File: src/rtl/core/gatl_pkg.sv
// Shared types, constants and helpers for the glyph advance text layout block.
package gatl_pkg;

  // Font and map sizes
  localparam int GLYPH_SLOTS = 256;
  localparam int SLOT_W      = $clog2(GLYPH_SLOTS);
  localparam int MAP_ENTRIES = 256;
  localparam int MAP_W       = $clog2(MAP_ENTRIES);

  localparam logic [7:0] UNMAPPED     = 8'hFF;
  localparam logic [7:0] NEWLINE_CODE = 8'h0A;

  // Rounded step widths: |metric * scale| < 2^31
  localparam int PROD_W = 33;
  localparam int STEP_W = PROD_W - 12;
  localparam int OFF_W  = PROD_W - 13;

  // Output queue
  localparam int OUTQ_DEPTH = 8;
  localparam int OUTQ_PTR_W = $clog2(OUTQ_DEPTH);
  localparam int OUTQ_CNT_W = OUTQ_PTR_W + 1;
  localparam int OCC_W      = OUTQ_CNT_W + 1;

  // Configuration register indexes
  localparam int CFG_IDX_W = 3;
  localparam logic [CFG_IDX_W-1:0] CFG_SCALE        = 3'd0;
  localparam logic [CFG_IDX_W-1:0] CFG_LINE_ADVANCE = 3'd1;
  localparam logic [CFG_IDX_W-1:0] CFG_ALT_MODE     = 3'd2;
  localparam logic [CFG_IDX_W-1:0] CFG_ORIGIN_X     = 3'd3;
  localparam logic [CFG_IDX_W-1:0] CFG_ORIGIN_Y     = 3'd4;

  localparam logic [15:0] SCALE_RESET    = 16'd4096;
  localparam logic [19:0] LINE_ADV_RESET = 20'd1024;

  // Result kinds
  localparam logic KIND_PLACE = 1'b0;
  localparam logic KIND_WIDTH = 1'b1;

  typedef enum logic [1:0] {
    FN_LOAD_MAP,
    FN_LOAD_METRICS,
    FN_CHAR,
    FN_END
  } func_t;

  typedef enum logic [1:0] {
    OP_NONE,
    OP_GLYPH,
    OP_NEWLINE,
    OP_END
  } op_t;

  typedef struct packed {
    func_t              func;
    logic [7:0]         char_code;
    logic [7:0]         glyph_index;
    logic signed [15:0] glyph_advance;
    logic signed [15:0] glyph_adjust;
  } in_t;

  typedef struct packed {
    logic               result_kind;
    logic signed [31:0] pos_x;
    logic signed [31:0] pos_y;
    logic [7:0]         placed_char;
    logic [30:0]        text_width;
  } out_t;

  // Request moving down the arithmetic stages
  typedef struct packed {
    logic       v;
    op_t        op;
    logic [7:0] code;
  } stage_t;

  function automatic logic slot_ok(input logic [7:0] slot);
    logic [8:0] lim;
    lim = 9'(GLYPH_SLOTS);
    return ({1'b0, slot} < lim);
  endfunction

  function automatic logic glyph_ok(input logic [7:0] g);
    return (g != UNMAPPED) && slot_ok(g);
  endfunction

  function automatic logic signed [31:0] sat_add(input logic signed [31:0] a,
                                                 input logic signed [31:0] b);
    logic signed [32:0] sum;
    sum = {a[31], a} + {b[31], b};
    if (sum[32] != sum[31]) begin
      return sum[32] ? {1'b1, 31'd0} : {1'b0, {31{1'b1}}};
    end
    return sum[31:0];
  endfunction

endpackage

File: src/rtl/core/gatl_outq.sv
// Output queue: small register FIFO between the pen stage and the result port.
module gatl_outq (
  input  logic                            clk,
  input  logic                            rst,
  input  logic                            push,
  input  gatl_pkg::out_t                  push_data,
  output logic                            out_valid,
  input  logic                            out_stall,
  output gatl_pkg::out_t                  out_data,
  output logic [gatl_pkg::OUTQ_CNT_W-1:0] cnt
);

  gatl_pkg::out_t                  mem [gatl_pkg::OUTQ_DEPTH];
  logic [gatl_pkg::OUTQ_PTR_W-1:0] wr_ptr;
  logic [gatl_pkg::OUTQ_PTR_W-1:0] rd_ptr;
  logic                            pop;

  assign out_valid = (cnt != '0);
  assign out_data  = mem[rd_ptr];
  assign pop       = out_valid && !out_stall;

  always_ff @(posedge clk) begin
    if (push) begin
      mem[wr_ptr] <= push_data;
    end
  end

  always_ff @(posedge clk) begin
    if (rst) begin
      wr_ptr <= '0;
      rd_ptr <= '0;
      cnt    <= '0;
    end else begin
      if (push) begin
        wr_ptr <= wr_ptr + 1'b1;
      end
      if (pop) begin
        rd_ptr <= rd_ptr + 1'b1;
      end
      case ({push, pop})
        2'b10:   cnt <= cnt + 1'b1;
        2'b01:   cnt <= cnt - 1'b1;
        default: cnt <= cnt;
      endcase
    end
  end

endmodule

File: config.mk
export PLATFORM = sky130hd
export DESIGN_NAME = gatl_outq
export DESIGN_NICKNAME = d
export VERILOG_FILES = /design/src/rtl/core/gatl_pkg.sv /design/src/rtl/core/gatl_outq.sv
export SDC_FILE = /design/constraint.sdc
export NUM_CORES = 1
export LEC_CHECK = 0
export BUFFER_PORTS_ARGS = -buffer_cell sky130_fd_sc_hd__clkbuf_2
export CAP_MARGIN = 20
export CORE_MARGIN = 1.5
export CORE_UTILIZATION = 50
export DETAILED_ROUTE_END_ITERATION = 8
export PLACE_DENSITY_LB_ADDON = 0.3
export SYNTH_ARGS = -nofsm -noshare
export SYNTH_HDL_FRONTEND = slang
export SYNTH_SLANG_ARGS = --single-unit
export TNS_END_PERCENT = 30
File: constraint.sdc
create_clock -name clk -period 14.05 [get_ports clk]
set_clock_uncertainty 0.05 [all_clocks]
set_input_delay 2.81 -clock clk [delete_from_list [all_inputs] [get_ports clk]]
set_output_delay 2.81 -clock clk [all_outputs]
set_load 0.03 [all_outputs]
After elaboration in Yosys (flattened, before gate mapping)
Memories as Yosys holds them, arrays and structs flattened. A register that Yosys moved wholly into a read port is not among the register bits.
Index checks and enable logic that the tools add are counted.
W data, S select, Z words.
{"block": "op_classes", "add_sub_neg": 4, "eq_ne": 2, "mux": 5, "reduce_logical": 4}
{"op": "$pmux W4 S2", "n": 1}
{"op": "$add A3 B1 Y3 const B", "n": 2}
{"op": "$mux W3", "n": 2}
{"op": "$add A4 B1 Y4 const B", "n": 1}
{"op": "$reduce_bool A4 Y1", "n": 1}
{"op": "$sub A4 B1 Y4 const B", "n": 1}
{"op": "$eq A2 B1 Y1 const B", "n": 1}
{"op": "$eq A2 B2 Y1 const B", "n": 1}
{"op": "$mux W1", "n": 2}
{"op": "$reduce_bool A2 Y1", "n": 1}
{"op": "$logic_and A1 B1 Y1", "n": 1}
{"op": "$logic_not A1 Y1", "n": 1}
{"block": "word_totals", "ff_bits": 10, "ram_bits": 832, "in_bits": 108, "out_inout_bits": 109, "mem_count": 1}
{"memory": "mem", "words": 8, "width": 104, "read_ports": 1, "rd_clocked_by_memory_dff": 1, "wr": 1, "line_no": "gatl_outq.sv:13", "source": "gatl_pkg::out_t mem [gatl_pkg::OUTQ_DEPTH];"}

Logic depth before layout (Yosys ltp)
{"block": "logic_depth", "word_depth": 4, "mapped_depth": 9}

Least setup slack after synthesis
OpenSTA, ideal clock, no wires.
{"block": "synth_path", "path_type": "input -> register", "startpoint": "in push", "endpoint": "mem mem[0][0] (netlist bit) (enable)", "setup_ns": 0.695, "t_arrival_ns": 9.952, "required_time_ns": 13.305, "setup_slack_ns": 3.353, "stages": 2, "path_buffers": 0, "cell_sequence": "nand2b_1 -> nor3_1"}
{"block": "synth_between", "elab_chain_cells": 2}
{"element": "from (decl)", "line_no": "gatl_outq.sv:5", "source": "input logic push,"}
{"element": "$mux W1", "line_no": "gatl_outq.sv:23", "source": "if (push) begin"}
{"element": "$mux W1 (not written as such)", "line_no": "gatl_outq.sv:24", "source": "mem[wr_ptr] <= push_data;"}
{"element": "to (decl)", "line_no": "gatl_outq.sv:13"}
Every way passes these cells.

==> impl_metrics.toml <==
[place]
place_hpwl_um = 33800
dp.cells = 2305
placed_cell_area_mm2 = 0.0342
place.gp.congestion = 0.697
port-buffer-count = 216

[setup_path]
crit_path_start_kind = "flop"
cp.arrival_ns = 3.95
setup.worst_path.end_class = "primary output"
worstRegToRegCells = 4
cp_max_fo = 49
criticalPathCategory = "flop to primary output"
critPathRequiredTime_ns = 11.19

[pwr]
peakVddDrop_v = 0.000109
p_per_area_mw_per_mm2 = 166
p_leak_nw = 11.9

[timing]
setup_violations = 0
fin_crit_sh_pct = 48.4
fin_crit_ns = 6.81
finalSetupTns_ns = 0
slew_headroom_pct = 28.3
worst_pin_slew_ns = 1.08
fmax_ghz = 0.147
rsz0062_at_grt = "false"
maxSlewViolCount = 0
hold_violations = 0

[floorplanning]
start_util_pct = 50.8
fp.dieH_um = 257
die_x_um = 257
rows = 92
coreArea_mm2 = 0.0634
die-area_mm2 = 0.0660
ios = 217

[cts]
path_clk_slew_ns = 0.06
cts_buffers = 84
clock_latency_ns = 0.62
clkSinkCount = 845
cts_tree = "built"
clock_path_buffers = 3
post-cts-setup-buffers = 0
ctsHoldBuffers = 0
clock-root-buffer = "clkbuf_16"
htree_levels = 3
ctsResizeCount = 0

[synth]
ys_ff_latch = 845
yosysSeqAreaShare_pct = 78.3
synth.distinct_cells = 31
synth_area_leaders = "edfxtp_1, mux4_2, mux2_4"
syn_area_mm2 = 0.0322
synth_fp_nets = 1388
synth_top_area_share_pct = 77.5
yosys_warnings = 0
syn_inst = 1275
syn_avg_cell_area_um2 = 25.3
yosysTopAreaCell = "edfxtp_1"

[layout]
fillers = 4477
nNetsFinal = 1659
fin_cells = 2458
layout_commonest_cell = "edfxtp_1"
final_util_pct = 58.1
final_cell_mix = "edfxtp_1, clkbuf_2, mux4_2, clkbuf_16, mux2_4"
multi_input_area_mm2 = 0.00658
syn2layout_area_growth_pct = 14.3
stdcell_area_mm2 = 0.0369
regArea_mm2 = 0.0253
drive_gt1_share_pct = 42.3

[worst_hold_path]
min_path_cells = 2
hp-class = "flop to flop"

[run]
maxCapViolations = 0

[outcome]
outcome = "finished clean"

[drt]
wl_per_cell_um = 25.5
wirelength_um = 62600
vias = 14000
avgViaCountPerCell = 5.68
drt-initial-drc-count = 898
drc_errors = 0
dr.pass1.iters = 5
ant_nets = 0

[global_routing]
grt_first_pass_wirelength_um = 93700
grt_pass1_vias = 14900
grt_max_degree = 58
grt.overflow.total = 0
grt_antenna_before_repair = 8
grt_use_total_pct = 19.2
flip-flops by register name (all words and copies together) (netlist names), named ones only:
register and flops:
mem 832, cnt 4, rd_ptr 3, wr_ptr 3
synthesized netlist by cell type:
master,n
mux2_4,84
o21ai_1,1
nor3b_1,1
nor4_1,1
ha_1,5
buf_8,1
nor3_1,2
o31ai_1,1
clkbuf_1,16
mux2_1,1
buf_2,27
inv_1,2
buf_6,3
nor4bb_1,1
xor2_1,4
nor2b_1,2
mux2_2,20
nand2b_1,3
or3_1,1
nand2_1,6
dfxtp_1,13
edfxtp_1,832
xnor2_1,2
nor2_1,15
o21ai_0,3
mux2i_1,2
a21oi_1,4
buf_12,11
mux4_2,208
buf_1,2
nor4b_1,1
cell type report:
cell class	instances	area share, %
Sequential cell	845	68.5
Multi-Input combinational cell	368	17.8
Clock buffer	107	6.11
Timing Repair Buffer	245	3.69
Tap cell	846	2.87
Clock inverter	44	0.934
Inverter	2	0.0204
Antenna cell	1	0.00679
worst max-delay path, stage by stage (launching register included):
cell      delay (ns)
dfxtp_4         0.51
buf_4           0.77
buf_4           0.82
mux4_2          0.60
mux2_4          0.27
clkbuf_2        0.19
metal layers:
metal	global-route usage, %	routed length [um]
met5	0	76
met4	5.26	1050
met3	4.86	4130
met2	31.2	30800
met1	26.1	26500
through the flow:
stage          power [W]  hold slack, ns  worst slack [ns]
2_1_floorplan    0.00386           0.412              3.35
6_report         0.00611           0.442              7.24
3_3_place_gp     0.00406           0.430              7.10
5_1_grt          0.00634           0.469              6.87
3_5_place_dp     0.00408           0.439              7.07
4_1_cts          0.00619           0.447              6.38
final timing paths:
kind	from	end	slack, ns
setup / recovery	flop	out_data[70]	7.24
hold / removal	wr_ptr[0]	wr_ptr[0]	0.44
setup reg to reg	wr_ptr[1]	mem[7][100]	10.77
hold reg to reg	wr_ptr[0]	wr_ptr[0]	0.44
power breakdown:
part / switching (W) / leakage [nW] / internal [W]
logic: 0.000620 / 2.96 / 0.000529
clock network: 0.000896 / 1.27 / 0.00121
registers: 0.0000309 / 7.67 / 0.00283
cells by family (layout without fill, tap and decap cells):
group                    count (synthesis)  in the layout  share of synthesized area, %
adder cells (fa/ha/maj)                  5              5                         0.194
buffers and inverters                   62            398                          1.49
other                                    0              1                             0
flip-flops                             845            845                          78.3
XOR/XNOR                                 6              6                         0.163
multiplexers                           315            315                          19.2
AND/OR/NAND/NOR                         33             33                         0.493
AO/OA/AOI/OAI                            9              9                         0.147
Power figures use the tool's default switching activity.
